**config.mk**
```make
export PLATFORM = sky130hd
export DESIGN_NAME = gf2_polynomial_alu_unit
export DESIGN_NICKNAME = d
export VERILOG_FILES = /design/src/rtl/core/gf2pa_pkg.sv /design/src/rtl/core/gf2_polynomial_alu_unit.sv
export SDC_FILE = /design/constraint.sdc
export NUM_CORES = 1
export LEC_CHECK = 0
export ABC_AREA = 1
export BUFFER_PORTS_ARGS = -buffer_cell sky130_fd_sc_hd__buf_2
export CAP_MARGIN = 20
export CELL_PAD_IN_SITES_DETAIL_PLACEMENT = 1
export CELL_PAD_IN_SITES_GLOBAL_PLACEMENT = 1
export CORE_MARGIN = 3
export CORE_UTILIZATION = 45
export CTS_BUF_LIST = sky130_fd_sc_hd__clkbuf_4
export DETAILED_ROUTE_END_ITERATION = 16
export GPL_ROUTABILITY_DRIVEN = 1
export PLACE_DENSITY_LB_ADDON = 0.1
export SLEW_MARGIN = 20
export SYNTH_ARGS = -nofsm -noshare
export SYNTH_HDL_FRONTEND = slang
export SYNTH_SLANG_ARGS = --single-unit
export TNS_END_PERCENT = 10
```
**constraint.sdc**
```tcl
create_clock -name clock -period 6.89 [get_ports clock]
set_input_delay 0.3445 -clock clock [delete_from_list [all_inputs] [get_ports clock]]
set_output_delay 0.3445 -clock clock [all_outputs]
set_load 0.01 [all_outputs]
```
**src/rtl/core/gf2pa_pkg.sv**
```systemverilog
// GF(2) polynomial ALU package: request/response types, opcodes, status codes
// and sequencer state types. No dependencies.

package gf2pa_pkg;

   // Opcodes
   localparam logic [3:0] OP_ADD    = 4'd0;
   localparam logic [3:0] OP_MUL    = 4'd1;
   localparam logic [3:0] OP_DIV    = 4'd2;
   localparam logic [3:0] OP_GCD    = 4'd3;
   localparam logic [3:0] OP_EXTGCD = 4'd4;
   localparam logic [3:0] OP_MOD    = 4'd5;
   localparam logic [3:0] OP_ADDMOD = 4'd6;
   localparam logic [3:0] OP_MULMOD = 4'd7;
   localparam logic [3:0] OP_INV    = 4'd8;
   localparam logic [3:0] OP_DIVMOD = 4'd9;

   // Status codes
   localparam logic [1:0] STATUS_OK       = 2'd0;
   localparam logic [1:0] STATUS_DIV_ZERO = 2'd1;
   localparam logic [1:0] STATUS_MOD_ZERO = 2'd2;
   localparam logic [1:0] STATUS_NOT_INV  = 2'd3;

   typedef struct packed {
      logic [3:0]  opcode;
      logic [31:0] operand_a;
      logic [31:0] operand_b;
   } req_type;

   typedef struct packed {
      logic [31:0] result_first;
      logic [31:0] result_second;
      logic [31:0] result_third;
      logic [1:0]  status;
   } rsp_type;

   // Sequencer: which shift unit is running
   typedef enum logic [2:0] {
      ST_IDLE,
      ST_DSCAN,
      ST_DSTEP,
      ST_MSTEP,
      ST_ROUTE
   } state_type;

   // Program step: what to do when the running unit finishes
   typedef enum logic [3:0] {
      PH_DIV,
      PH_MUL,
      PH_MODRED,
      PH_MMUL,
      PH_INV_PRE,
      PH_EUC_TEST,
      PH_EUC_DIV,
      PH_EUC_MUL,
      PH_INV_POST
   } phase_type;

endpackage

```
**src/rtl/core/gf2_polynomial_alu_unit.sv**
```systemverilog
// GF(2) polynomial ALU top level: bit-serial divider, bit-serial multiplier
// and the sequencer that chains them. Depends on gf2pa_pkg.
//
// Usage: drive req_data and raise start; the request is taken at a clock
// edge where start is high and busy is low. One response comes back per
// request, on rsp_data for one cycle with rsp_strobe high; the receiver
// cannot stall it. The modulus register is written through csr_write_en /
// csr_write_data only while the unit is idle; the block does not enforce it.
// Operation sequences (W = WORD_BITS), all one-bit-per-cycle shift loops:
//   add, zero-divisor and unset-modulus errors, unused opcodes: no shift loop.
//   mul: multiplier shift register, W multiplier bits.
//   div, mod, addmod: divisor degree scan, then W dividend bits.
//   mulmod: multiply, then the 2W-bit product is reduced bit by bit.
//   gcd / extgcd / inverse / divmod: one Euclid pass per remainder, each a
//   division plus, except for gcd, a coefficient multiply, with
//   at most about W passes; the Euclid loop sets the worst case.
// A new request is accepted in the cycle the previous response is shown.
// Reset clears the sequencer, the response strobe and the modulus (unset).

module gf2_polynomial_alu_unit #(
   parameter int WORD_BITS = 32
) (
   input  logic              clock,
   input  logic              reset,
   input  logic              start,
   output logic              busy,
   input  gf2pa_pkg::req_type req_data,
   output logic              rsp_strobe,
   output gf2pa_pkg::rsp_type rsp_data,
   input  logic              csr_write_en,
   input  logic [31:0]       csr_write_data
);

   localparam int W    = WORD_BITS;
   localparam int W2   = 2 * WORD_BITS;
   localparam int DEGW = $clog2(WORD_BITS);
   localparam int CNTW = $clog2(2 * WORD_BITS + 1);

   // Registers
   gf2pa_pkg::state_type state_ff, state_in;
   gf2pa_pkg::phase_type phase_ff, phase_in;
   logic [3:0]      op_ff, op_in;
   logic [W-1:0]    a_ff, a_in;
   logic [W-1:0]    mod_ff, mod_in;
   logic [W-1:0]    x_ff, x_in, y_ff, y_in;
   logic [W-1:0]    u0_ff, u0_in, u1_ff, u1_in, v0_ff, v0_in, v1_ff, v1_in;
   logic [W2-1:0]   dvd_ff, dvd_in;
   logic [W-1:0]    dsr_ff, dsr_in, scan_ff, scan_in;
   logic [W-1:0]    rem_ff, rem_in, quo_ff, quo_in;
   logic [DEGW-1:0] deg_ff, deg_in;
   logic [CNTW-1:0] cnt_ff, cnt_in;
   logic [W-1:0]    mx_ff, mx_in, mx2_ff, mx2_in, my_ff, my_in;
   logic [W2-1:0]   prod_ff, prod_in;
   logic [W-1:0]    prod2_ff, prod2_in;
   gf2pa_pkg::rsp_type rsp_ff, rsp_in;
   logic            strobe_ff, strobe_in;

   // Dispatch decisions
   logic            accept;
   logic [W-1:0]    req_a, req_b;
   logic            go_div, div_long, go_mul, go_route, fin;
   logic [W2-1:0]   div_dvd;
   logic [W-1:0]    div_dsr, mul_x, mul_x2, mul_y;
   logic            euc_init, euc_adv, euc_coef;
   logic [W-1:0]    euc_x, euc_y;
   gf2pa_pkg::rsp_type fin_rsp;
   gf2pa_pkg::phase_type ph_sel;

   // Shift step terms
   logic [W-1:0]    dstep_t;
   logic            dstep_hit;
   logic            mstep_bit;
   logic            scan_done;
   logic            cnt_last;

   assign accept    = start && (state_ff == gf2pa_pkg::ST_IDLE);
   assign req_a     = W'(req_data.operand_a);
   assign req_b     = W'(req_data.operand_b);
   assign dstep_t   = {rem_ff[W-2:0], dvd_ff[W2-1]};
   assign dstep_hit = dstep_t[deg_ff];
   assign mstep_bit = my_ff[W-1];
   assign scan_done = scan_ff[W-1] || (scan_ff == '0);
   assign cnt_last  = (cnt_ff == CNTW'(1));

   // Dispatch: start requests and chain units at the end of each step
   always_comb begin
      go_div   = 1'b0;
      div_long = 1'b0;
      div_dvd  = '0;
      div_dsr  = '0;
      go_mul   = 1'b0;
      mul_x    = '0;
      mul_x2   = '0;
      mul_y    = '0;
      go_route = 1'b0;
      fin      = 1'b0;
      fin_rsp  = '0;
      euc_init = 1'b0;
      euc_adv  = 1'b0;
      euc_coef = 1'b0;
      euc_x    = '0;
      euc_y    = '0;
      ph_sel   = phase_ff;
      case (state_ff)
         gf2pa_pkg::ST_IDLE: begin
            if (accept) begin
               if ((req_data.opcode inside {[gf2pa_pkg::OP_MOD:gf2pa_pkg::OP_DIVMOD]})
                   && (mod_ff == '0)) begin
                  fin            = 1'b1;
                  fin_rsp.status = gf2pa_pkg::STATUS_MOD_ZERO;
               end else begin
                  case (req_data.opcode)
                     gf2pa_pkg::OP_ADD: begin
                        fin                  = 1'b1;
                        fin_rsp.result_first = 32'(req_a ^ req_b);
                     end
                     gf2pa_pkg::OP_MUL: begin
                        go_mul = 1'b1;
                        mul_x  = req_a;
                        mul_y  = req_b;
                        ph_sel = gf2pa_pkg::PH_MUL;
                     end
                     gf2pa_pkg::OP_DIV: begin
                        if (req_b == '0) begin
                           fin                  = 1'b1;
                           fin_rsp.result_first = 32'({W{1'b1}});
                           fin_rsp.status       = gf2pa_pkg::STATUS_DIV_ZERO;
                        end else begin
                           go_div  = 1'b1;
                           div_dvd = {req_a, {W{1'b0}}};
                           div_dsr = req_b;
                           ph_sel  = gf2pa_pkg::PH_DIV;
                        end
                     end
                     gf2pa_pkg::OP_GCD, gf2pa_pkg::OP_EXTGCD: begin
                        euc_init = 1'b1;
                        euc_x    = req_a;
                        euc_y    = req_b;
                        go_route = 1'b1;
                        ph_sel   = gf2pa_pkg::PH_EUC_TEST;
                     end
                     gf2pa_pkg::OP_MOD: begin
                        go_div  = 1'b1;
                        div_dvd = {req_a, {W{1'b0}}};
                        div_dsr = mod_ff;
                        ph_sel  = gf2pa_pkg::PH_MODRED;
                     end
                     gf2pa_pkg::OP_ADDMOD: begin
                        go_div  = 1'b1;
                        div_dvd = {req_a ^ req_b, {W{1'b0}}};
                        div_dsr = mod_ff;
                        ph_sel  = gf2pa_pkg::PH_MODRED;
                     end
                     gf2pa_pkg::OP_MULMOD: begin
                        go_mul = 1'b1;
                        mul_x  = req_a;
                        mul_y  = req_b;
                        ph_sel = gf2pa_pkg::PH_MMUL;
                     end
                     gf2pa_pkg::OP_INV: begin
                        go_div  = 1'b1;
                        div_dvd = {req_a, {W{1'b0}}};
                        div_dsr = mod_ff;
                        ph_sel  = gf2pa_pkg::PH_INV_PRE;
                     end
                     gf2pa_pkg::OP_DIVMOD: begin
                        go_div  = 1'b1;
                        div_dvd = {req_b, {W{1'b0}}};
                        div_dsr = mod_ff;
                        ph_sel  = gf2pa_pkg::PH_INV_PRE;
                     end
                     default: begin
                        fin = 1'b1;
                     end
                  endcase
               end
            end
         end
         gf2pa_pkg::ST_ROUTE: begin
            case (phase_ff)
               gf2pa_pkg::PH_DIV: begin
                  fin                   = 1'b1;
                  fin_rsp.result_first  = 32'(quo_ff);
                  fin_rsp.result_second = 32'(rem_ff);
               end
               gf2pa_pkg::PH_MUL: begin
                  fin                   = 1'b1;
                  fin_rsp.result_first  = 32'(prod_ff[W-1:0]);
                  fin_rsp.result_second = 32'(prod_ff[W2-1:W]);
               end
               gf2pa_pkg::PH_MODRED: begin
                  fin                  = 1'b1;
                  fin_rsp.result_first = 32'(rem_ff);
               end
               gf2pa_pkg::PH_MMUL: begin
                  go_div   = 1'b1;
                  div_long = 1'b1;
                  div_dvd  = prod_ff;
                  div_dsr  = mod_ff;
                  ph_sel   = gf2pa_pkg::PH_MODRED;
               end
               gf2pa_pkg::PH_INV_PRE: begin
                  euc_init = 1'b1;
                  euc_x    = rem_ff;
                  euc_y    = mod_ff;
                  go_route = 1'b1;
                  ph_sel   = gf2pa_pkg::PH_EUC_TEST;
               end
               gf2pa_pkg::PH_EUC_TEST: begin
                  if (y_ff == '0) begin
                     if (op_ff == gf2pa_pkg::OP_GCD) begin
                        fin                  = 1'b1;
                        fin_rsp.result_first = 32'(x_ff);
                     end else if (op_ff == gf2pa_pkg::OP_EXTGCD) begin
                        fin                   = 1'b1;
                        fin_rsp.result_first  = 32'(x_ff);
                        fin_rsp.result_second = 32'(u0_ff);
                        fin_rsp.result_third  = 32'(v0_ff);
                     end else if (x_ff != W'(1)) begin
                        fin            = 1'b1;
                        fin_rsp.status = gf2pa_pkg::STATUS_NOT_INV;
                     end else begin
                        go_div  = 1'b1;
                        div_dvd = {u0_ff, {W{1'b0}}};
                        div_dsr = mod_ff;
                        ph_sel  = gf2pa_pkg::PH_INV_POST;
                     end
                  end else begin
                     go_div  = 1'b1;
                     div_dvd = {x_ff, {W{1'b0}}};
                     div_dsr = y_ff;
                     ph_sel  = gf2pa_pkg::PH_EUC_DIV;
                  end
               end
               gf2pa_pkg::PH_EUC_DIV: begin
                  if (op_ff == gf2pa_pkg::OP_GCD) begin
                     euc_adv  = 1'b1;
                     go_route = 1'b1;
                     ph_sel   = gf2pa_pkg::PH_EUC_TEST;
                  end else begin
                     go_mul = 1'b1;
                     mul_x  = u1_ff;
                     mul_x2 = v1_ff;
                     mul_y  = quo_ff;
                     ph_sel = gf2pa_pkg::PH_EUC_MUL;
                  end
               end
               gf2pa_pkg::PH_EUC_MUL: begin
                  euc_adv  = 1'b1;
                  euc_coef = 1'b1;
                  go_route = 1'b1;
                  ph_sel   = gf2pa_pkg::PH_EUC_TEST;
               end
               gf2pa_pkg::PH_INV_POST: begin
                  if (op_ff == gf2pa_pkg::OP_INV) begin
                     fin                  = 1'b1;
                     fin_rsp.result_first = 32'(rem_ff);
                  end else begin
                     go_mul = 1'b1;
                     mul_x  = a_ff;
                     mul_y  = rem_ff;
                     ph_sel = gf2pa_pkg::PH_MMUL;
                  end
               end
               default: begin
                  fin = 1'b1;
               end
            endcase
         end
         default: begin
         end
      endcase
   end

   // Next state
   always_comb begin
      state_in = state_ff;
      phase_in = ph_sel;
      case (state_ff)
         gf2pa_pkg::ST_IDLE, gf2pa_pkg::ST_ROUTE: begin
            if (go_div) begin
               state_in = gf2pa_pkg::ST_DSCAN;
            end else if (go_mul) begin
               state_in = gf2pa_pkg::ST_MSTEP;
            end else if (go_route) begin
               state_in = gf2pa_pkg::ST_ROUTE;
            end else begin
               state_in = gf2pa_pkg::ST_IDLE;
            end
         end
         gf2pa_pkg::ST_DSCAN: begin
            if (scan_done) begin
               state_in = gf2pa_pkg::ST_DSTEP;
            end
         end
         gf2pa_pkg::ST_DSTEP, gf2pa_pkg::ST_MSTEP: begin
            if (cnt_last) begin
               state_in = gf2pa_pkg::ST_ROUTE;
            end
         end
         default: begin
            state_in = gf2pa_pkg::ST_IDLE;
         end
      endcase
   end

   // Datapath next values
   always_comb begin
      op_in     = op_ff;
      a_in      = a_ff;
      mod_in    = mod_ff;
      x_in      = x_ff;
      y_in      = y_ff;
      u0_in     = u0_ff;
      u1_in     = u1_ff;
      v0_in     = v0_ff;
      v1_in     = v1_ff;
      dvd_in    = dvd_ff;
      dsr_in    = dsr_ff;
      scan_in   = scan_ff;
      rem_in    = rem_ff;
      quo_in    = quo_ff;
      deg_in    = deg_ff;
      cnt_in    = cnt_ff;
      mx_in     = mx_ff;
      mx2_in    = mx2_ff;
      my_in     = my_ff;
      prod_in   = prod_ff;
      prod2_in  = prod2_ff;
      rsp_in    = rsp_ff;
      strobe_in = 1'b0;

      // modulus register
      if (csr_write_en) begin
         mod_in = W'(csr_write_data);
      end

      // capture request
      if (accept) begin
         op_in = req_data.opcode;
         a_in  = req_a;
      end

      // Euclid bookkeeping
      if (euc_init) begin
         x_in  = euc_x;
         y_in  = euc_y;
         u0_in = W'(1);
         u1_in = '0;
         v0_in = '0;
         v1_in = W'(1);
      end
      if (euc_adv) begin
         x_in = y_ff;
         y_in = rem_ff;
      end
      if (euc_coef) begin
         u0_in = u1_ff;
         u1_in = u0_ff ^ prod_ff[W-1:0];
         v0_in = v1_ff;
         v1_in = v0_ff ^ prod2_ff;
      end

      // load divider
      if (go_div) begin
         dvd_in  = div_dvd;
         dsr_in  = div_dsr;
         scan_in = div_dsr;
         deg_in  = DEGW'(W - 1);
         rem_in  = '0;
         quo_in  = '0;
         cnt_in  = div_long ? CNTW'(W2) : CNTW'(W);
      end

      // load multiplier
      if (go_mul) begin
         mx_in    = mul_x;
         mx2_in   = mul_x2;
         my_in    = mul_y;
         prod_in  = '0;
         prod2_in = '0;
         cnt_in   = CNTW'(W);
      end

      // response
      if (fin) begin
         rsp_in    = fin_rsp;
         strobe_in = 1'b1;
      end

      case (state_ff)
         // divisor degree: shift left until the top bit is set
         gf2pa_pkg::ST_DSCAN: begin
            if (!scan_done) begin
               scan_in = {scan_ff[W-2:0], 1'b0};
               deg_in  = deg_ff - DEGW'(1);
            end
         end
         // one dividend bit per cycle, MSB first
         gf2pa_pkg::ST_DSTEP: begin
            rem_in = dstep_hit ? (dstep_t ^ dsr_ff) : dstep_t;
            quo_in = {quo_ff[W-2:0], dstep_hit};
            dvd_in = {dvd_ff[W2-2:0], 1'b0};
            cnt_in = cnt_ff - CNTW'(1);
         end
         // one multiplier bit per cycle, MSB first
         gf2pa_pkg::ST_MSTEP: begin
            prod_in  = {prod_ff[W2-2:0], 1'b0} ^
                       (mstep_bit ? {{W{1'b0}}, mx_ff} : {W2{1'b0}});
            prod2_in = {prod2_ff[W-2:0], 1'b0} ^ (mstep_bit ? mx2_ff : {W{1'b0}});
            my_in    = {my_ff[W-2:0], 1'b0};
            cnt_in   = cnt_ff - CNTW'(1);
         end
         default: begin
         end
      endcase
   end

   // Control registers
   always_ff @(posedge clock) begin
      if (reset) begin
         state_ff  <= gf2pa_pkg::ST_IDLE;
         phase_ff  <= gf2pa_pkg::PH_DIV;
         strobe_ff <= 1'b0;
         mod_ff    <= '0;
      end else begin
         state_ff  <= state_in;
         phase_ff  <= phase_in;
         strobe_ff <= strobe_in;
         mod_ff    <= mod_in;
      end
   end

   // Payload registers
   always_ff @(posedge clock) begin
      op_ff    <= op_in;
      a_ff     <= a_in;
      x_ff     <= x_in;
      y_ff     <= y_in;
      u0_ff    <= u0_in;
      u1_ff    <= u1_in;
      v0_ff    <= v0_in;
      v1_ff    <= v1_in;
      dvd_ff   <= dvd_in;
      dsr_ff   <= dsr_in;
      scan_ff  <= scan_in;
      rem_ff   <= rem_in;
      quo_ff   <= quo_in;
      deg_ff   <= deg_in;
      cnt_ff   <= cnt_in;
      mx_ff    <= mx_in;
      mx2_ff   <= mx2_in;
      my_ff    <= my_in;
      prod_ff  <= prod_in;
      prod2_ff <= prod2_in;
      rsp_ff   <= rsp_in;
   end

   // Outputs
   always_comb begin
      busy       = (state_ff != gf2pa_pkg::ST_IDLE);
      rsp_strobe = strobe_ff;
      rsp_data   = rsp_ff;
   end

   // Checks
   a_add_one_cycle: assert property (@(posedge clock) disable iff (reset)
      accept && (req_data.opcode == gf2pa_pkg::OP_ADD) |=> rsp_strobe)
      else $error("add request did not respond in one cycle");

   a_div_normalized: assert property (@(posedge clock) disable iff (reset)
      (state_ff == gf2pa_pkg::ST_DSTEP) |-> dsr_ff[deg_ff])
      else $error("divisor degree register does not point at leading bit");

   a_rem_below_deg: assert property (@(posedge clock) disable iff (reset)
      (state_ff == gf2pa_pkg::ST_DSTEP) |-> ((rem_ff >> deg_ff) == '0))
      else $error("partial remainder degree not below divisor degree");

   a_strobe_pairs: assert property (@(posedge clock) disable iff (reset)
      rsp_strobe && $past(rsp_strobe) |-> $past(start && !busy))
      else $error("back-to-back responses without a request between");

   a_mul_count: assert property (@(posedge clock) disable iff (reset)
      (state_ff == gf2pa_pkg::ST_MSTEP) |-> (cnt_ff != '0))
      else $error("multiplier step counter underflow");

endmodule

```
* Word level (Yosys, flattened, before mapping)
Cells that the tools add are included.
** Cells by class
- $add $sub $neg :: 2
- Multiply operators :: 0
- Div/mod/pow operators :: 0
- Magnitude comparators :: 3
- Eq/ne operators :: 37
- Shifts and indexed selects :: 0
- Mux-type cells :: 161
- Bitwise logic cells :: 11
- Reductions and logical operators :: 33
** Operator list (number)
- $mux W32 :: 53
- $mux W64 :: 11
- $pmux W32 S2 :: 11
- $pmux W64 S2 :: 2
- $pmux W64 S4 :: 1
- $pmux W32 S5 :: 1
- $xor A32 B32 Y32 :: 5
- $logic_not A32 Y1 :: 4
- $mux W98 :: 1
- $mux W96 :: 1
- $pmux W32 S3 :: 1
- $mux W66 :: 1
- $xor A64 B32 Y64 :: 1
- $eq A4 B3 Y1 const B :: 9
- $mux W1 :: 34
- $mux W4 :: 8
- $ne A32 B1 Y1 const B :: 1
- $mux W7 :: 4
- $pmux W4 S6 :: 1
- $pmux W1 S2 :: 11
- $eq A4 B2 Y1 const B :: 5
- $pmux W4 S5 :: 1
- $eq A4 B4 Y1 const B :: 4
- $reduce_or A2 Y1 :: 8
- other kinds (37) :: 68
** Storage, ports and cells
- Flip-flop bits (word level) :: 762
- Latch bits :: 0
- Memory bits (writable) :: 0
- Memory bits (read-only) :: 0
- Input port bits :: 104
- Output and inout port bits :: 100
- Logic and storage cells :: 277
- Memories :: 0

* Logic depth before layout (Yosys ltp)
- Word-level depth :: 10
- Depth in mapped cells :: 16
- Gate-level depth less buffers :: 15

* Least setup slack after synthesis
OpenSTA, ideal clock, no wires.
- Path type :: register -> register
- Start point :: register state_ff[0]
- End point :: register my_ff[10] (enable)
- Library setup time :: 491 ps
- Arrival :: 5411 ps
- Data required time :: 6399 ps
- Slack :: 987 ps
- Cell stages (with the launch flop) :: 10
- Buffers on the path :: 0
- Path through :: dfxtp_1 -> nor2_1 -> inv_2 -> nor2_4 -> nand2_2 -> nor2_1 -> nand2_2 -> nand2_1 -> inv_2 -> nand2_1
** On the way
- Cells in the longest elaborated chain, start to end :: 5
- Elaborated cells between the ends (all ways) :: 7
** Ends and longest elaborated chain
- from (decl) :: RTL line gf2_polynomial_alu_unit.sv:40 : gf2pa_pkg::state_type state_ff, state_in;
- from (signal assigned) :: RTL line gf2_polynomial_alu_unit.sv:422 : state_ff <= gf2pa_pkg::ST_IDLE;
- from (signal assigned) :: RTL line gf2_polynomial_alu_unit.sv:427 : state_ff <= state_in;
- $logic_not A3 Y1 :: RTL line gf2_polynomial_alu_unit.sv:76, gf2_polynomial_alu_unit.sv:104
- $logic_and A1 B1 Y1 :: RTL line gf2_polynomial_alu_unit.sv:76 : assign accept = start && (state_ff == gf2pa_pkg::ST_IDLE);
- $mux W1 :: RTL line gf2_polynomial_alu_unit.sv:106 : if (accept) begin
- $pmux W1 S2 (*) :: RTL line gf2_polynomial_alu_unit.sv:104 : case (state_ff)
- via go_mul :: RTL line gf2_polynomial_alu_unit.sv:61 : logic go_div, div_long, go_mul, go_route, fin;
- $reduce_bool A2 Y1 (no line) (*)
- to (signal assigned) :: RTL line gf2_polynomial_alu_unit.sv:453 : my_ff <= my_in;
- to (decl) :: RTL line gf2_polynomial_alu_unit.sv:52 : logic [W-1:0] mx_ff, mx_in, mx2_ff, mx2_in, my_ff, my_in;
The timed path passes the listed nets; every way through them passes the cells marked *.
A chain may end at the register's enable or synchronous reset.

* Worst setup path after layout
- Start point :: register state_ff[0]
- End point :: register u0_ff[20] (enable)
** On the way
- Cells in the longest elaborated chain, start to end :: 5
- Elaborated cells between the ends (all ways) :: 7
** Ends and longest elaborated chain
- $logic_not A3 Y1 :: RTL line gf2_polynomial_alu_unit.sv:76, gf2_polynomial_alu_unit.sv:104
- $logic_and A1 B1 Y1 :: RTL line gf2_polynomial_alu_unit.sv:76
- $mux W1 :: RTL line gf2_polynomial_alu_unit.sv:106
- $pmux W1 S2 :: RTL line gf2_polynomial_alu_unit.sv:104
- $reduce_bool A2 Y1 (no line) (*)
- to (signal assigned) :: RTL line gf2_polynomial_alu_unit.sv:440 : u0_ff <= u0_in;
- to (decl) :: RTL line gf2_polynomial_alu_unit.sv:46 : logic [W-1:0] u0_ff, u0_in, u1_ff, u1_in, v0_ff, v0_in, v1_ff, v1_in;
Mark *: on every way between the ends. The rest lies on a longest branch, timed or not.

==> results.cfg <==
[power_and_ir_drop]
cellPowerDensity_mw_per_mm2 = 285
ir_drop_v = 0.000185
leakagePower_nw = 17.4

[finish]
final_common_cell = nand2_1
finalNonFillerCells = 5635
fill_cells = 9433
nets = 4515
drive_above_1_share = 0.144
mostFrequentLayoutCells = 956 x nand2_1, 683 x edfxtp_1, 480 x nor2_1, 444 x inv_1, 325 x clkbuf_4
area_growth_pct = 17.0
post-route-util = 0.536

[synthesis]
synth_top_family_by_area = simple AND/OR/NAND/NOR gates
synth-compound-area-share = 0.125
yosysSeqAreaShare = 0.594
yosysWarnings = 0
yosys.area_share.adder = 0.00101
synthXorXnorAreaFrac = 0.0167
synth-seq-cells = 762
synth-edff-count = 683
ys_types = 43
async_flop_share = 0
synthSimpleGateAreaFrac = 0.190
avgSynthCellArea_um2 = 9.25
syn_area_mm2 = 0.0372
synthMuxAreaShare = 0.000269
synth_ff_type = edfxtp_1
syn_inst = 4016
synth_nets = 4123

[cts]
numCtsBuffers = 208
cts_buffer_depth = 3
path_clk_slew_ns = 0.06
clockRootBuffer = clkbuf_4
cts_tree = done
clk-insertion-delay-late_ns = 1.10
cts.sinks = 762
htree_num_levels = 4
cts_setup_buffers = 0
cts-resized-gates = 0

[global_route]
antenna_found_initial = 3
grt_overflow = 0
grt_max_degree = 98
grtUsageTotal = 0.321
grt_pass1_vias = 32700
grt_first_pass_wirelength_um = 207000

[sta]
finalSetupViolCount = 0
slew_violations = 0
max-slew-margin-rel = 0.270
finalSetupTns_ns = 0
tightest_slew_ns = 1.10
fmax_ghz = 0.211
rsz0062_at_grt = no
finalCriticalPeriod_ns = 4.75
skew_ns = 0.0734
hold_viol = 0
fin_ws_ns = 2.14
fin_crit_sh = 0.689

[detailed_routing]
ant_nets = 0
first_pass_iters = 6
drt-wirelength-per-cell_um = 24.7
num_vias = 32600
avgViaCountPerCell = 5.79
drt_wl_total_um = 139000
drc = 0
dr.first_iter.drc_count = 3443

[critical_path]
path_class = reg -> reg
cp.required_ns = 7.56
critPathArrivalTime_ns = 5.42
cpPeakStageDelay_ns = 0.96
end_kind = flop
cp_num_buf_inv = 6
critPathLaunchType = flop
crit_top_cell = buf_4
cpLargestDelayFamily = buffers and inverters
cp_max_fo = 76
crit_slowest_cell = buf_4
crit_chain = nor2_1, inv_2, nor2_4, nand2_2, inv_2, buf_4, nand2_2, buf_4, nand3_4, buf_4, buf_4

[die]
die_h_um = 293
fp.dieArea_mm2 = 0.0861
initial_core_util = 0.458
dieWidth_um = 293
rows = 104
pin_count = 204
fp.coreArea_mm2 = 0.0812

[place]
post-dp-hpwl_um = 94300
routabilityCongestion = 0.932
pre_cts_slack_ns = 2.21
io_buffers = 203
dp_cells = 5102

[job]
drv_cap = 0

[outcome]
status = completed

[min_path]
hold_class = in -> reg
[flip-flops by register name (all words and copies together), names as in the netlist, 32 cells and up]
name,cells
x_ff,32
rsp_data,98
u1_ff,32
u0_ff,32
v1_ff,32
prod_ff,64
dvd_ff,64
mod_ff,32
scan_ff,32
prod2_ff,32
rem_ff,32
mx_ff,32
my_ff,32
dsr_ff,32
mx2_ff,32
a_ff,32
quo_ff,32
y_ff,32
v0_ff,32
[report_power, final]
part           total [mW]  switching [mW]  internal (mW)
sequential           5.94           0.364           5.58
combinational        2.10            1.52          0.588
clock                4.32            2.03           2.29
total                12.4            3.92           8.46
[metrics by stage]
stage               cell area [um2]  total power, mW  hold WS, ns
CTS                           43400             12.4      0.00562
floorplan                     37200             7.18        0.414
global route                  43500             13.0       0.0662
finish                        43500             12.4        0.130
detailed placement            39100             8.02        0.488
global placement              39100             7.95        0.461
[worst register-to-register path, stage by stage, from the launching register on]
cell	delay, ns
dfxtp_1	0.34
nor2_1	0.17
inv_2	0.09
nor2_4	0.15
nand2_2	0.54
inv_2	0.16
buf_4	0.49
nand2_2	0.07
buf_4	0.36
nand3_4	0.26
buf_4	0.67
buf_4	1.04
[synth_stat cells (2+ instances only)]
library cell  count  area (um2)
edfxtp_1        683       20500
nand2_1         963        3610
o31ai_1           4        30.0
clkinv_1          2        7.51
o22ai_1          59         369
clkbuf_1        151         567
o2111ai_1        22         193
or2_2             2        12.5
nand2_2           5        31.3
a22oi_1          72         541
o221ai_1        121        1060
a21oi_1         182         911
buf_1            21        78.8
nor3_1            6        30.0
inv_2            20        75.1
buf_4             9        67.6
buf_2            43         215
nand3_1         258        1290
o32ai_1          12         105
nand4_1          15        93.8
nor2_1          487        1830
dfxtp_1          79        1580
o21ai_0         180         901
o21ai_1           4        20.0
xor2_1           34         298
a31oi_1          33         206
o211ai_1         38         285
nor2_4            2        22.5
inv_1           448        1680
nor3b_1           2        15.0
xnor2_1          37         324
ha_1              3        37.5
nor2_2            7        43.8
nor3_2            2        20.0
nand3_2           2        20.0
[routing by layer]
layer,GRT usage,vias up,routed length [um]
met4,0.129,2,5300
met1,0.440,16100,58400
met2,0.487,1587,61400
met5,0,-,13
li1,-,14700,-
met3,0.0859,262,14200
[timing repair]
item,in CTS,in global routing
hold buffers,154,0
endpoints found under the hold margin,323,0
setup endpoints to repair,0,0
[cells by family (layout without fill, tap and decap cells)]
kind of cell    after synthesis  after routing
flops                       762            762
mux                           1              1
compound gates              731            731
buf+inv                     694           1250
other cells                   0              3
xor+xnor                     71             71
simple gates               1754           1754
fa+ha+maj                     3              3
[final timing paths]
path,cells past startpoint,slack [ns],to,start
max,11,2.14,u0_ff[20],state_ff[0]
min,2,0.13,a_ff[22],req_data[54]
max reg2reg,11,2.14,u0_ff[20],state_ff[0]
min reg2reg,2,0.50,dvd_ff[0],dvd_ff[0]
[cell type report]
| cell class | count | area (um2) | share of cell area |
|---|---|---|---|
| timing repair buffer | 406 | 3000 | 0.0689 |
| inverter | 470 | 1770 | 0.0406 |
| clock inverter | 49 | 338 | 0.00777 |
| sequential | 762 | 22100 | 0.508 |
| multi-input combinational | 2560 | 12500 | 0.288 |
| tap | 1060 | 1330 | 0.0305 |
| clock buffer | 325 | 2440 | 0.0561 |
| antenna | 3 | 7.51 | 0.000173 |
No activity file was read; power rests on OpenSTA's default activity.
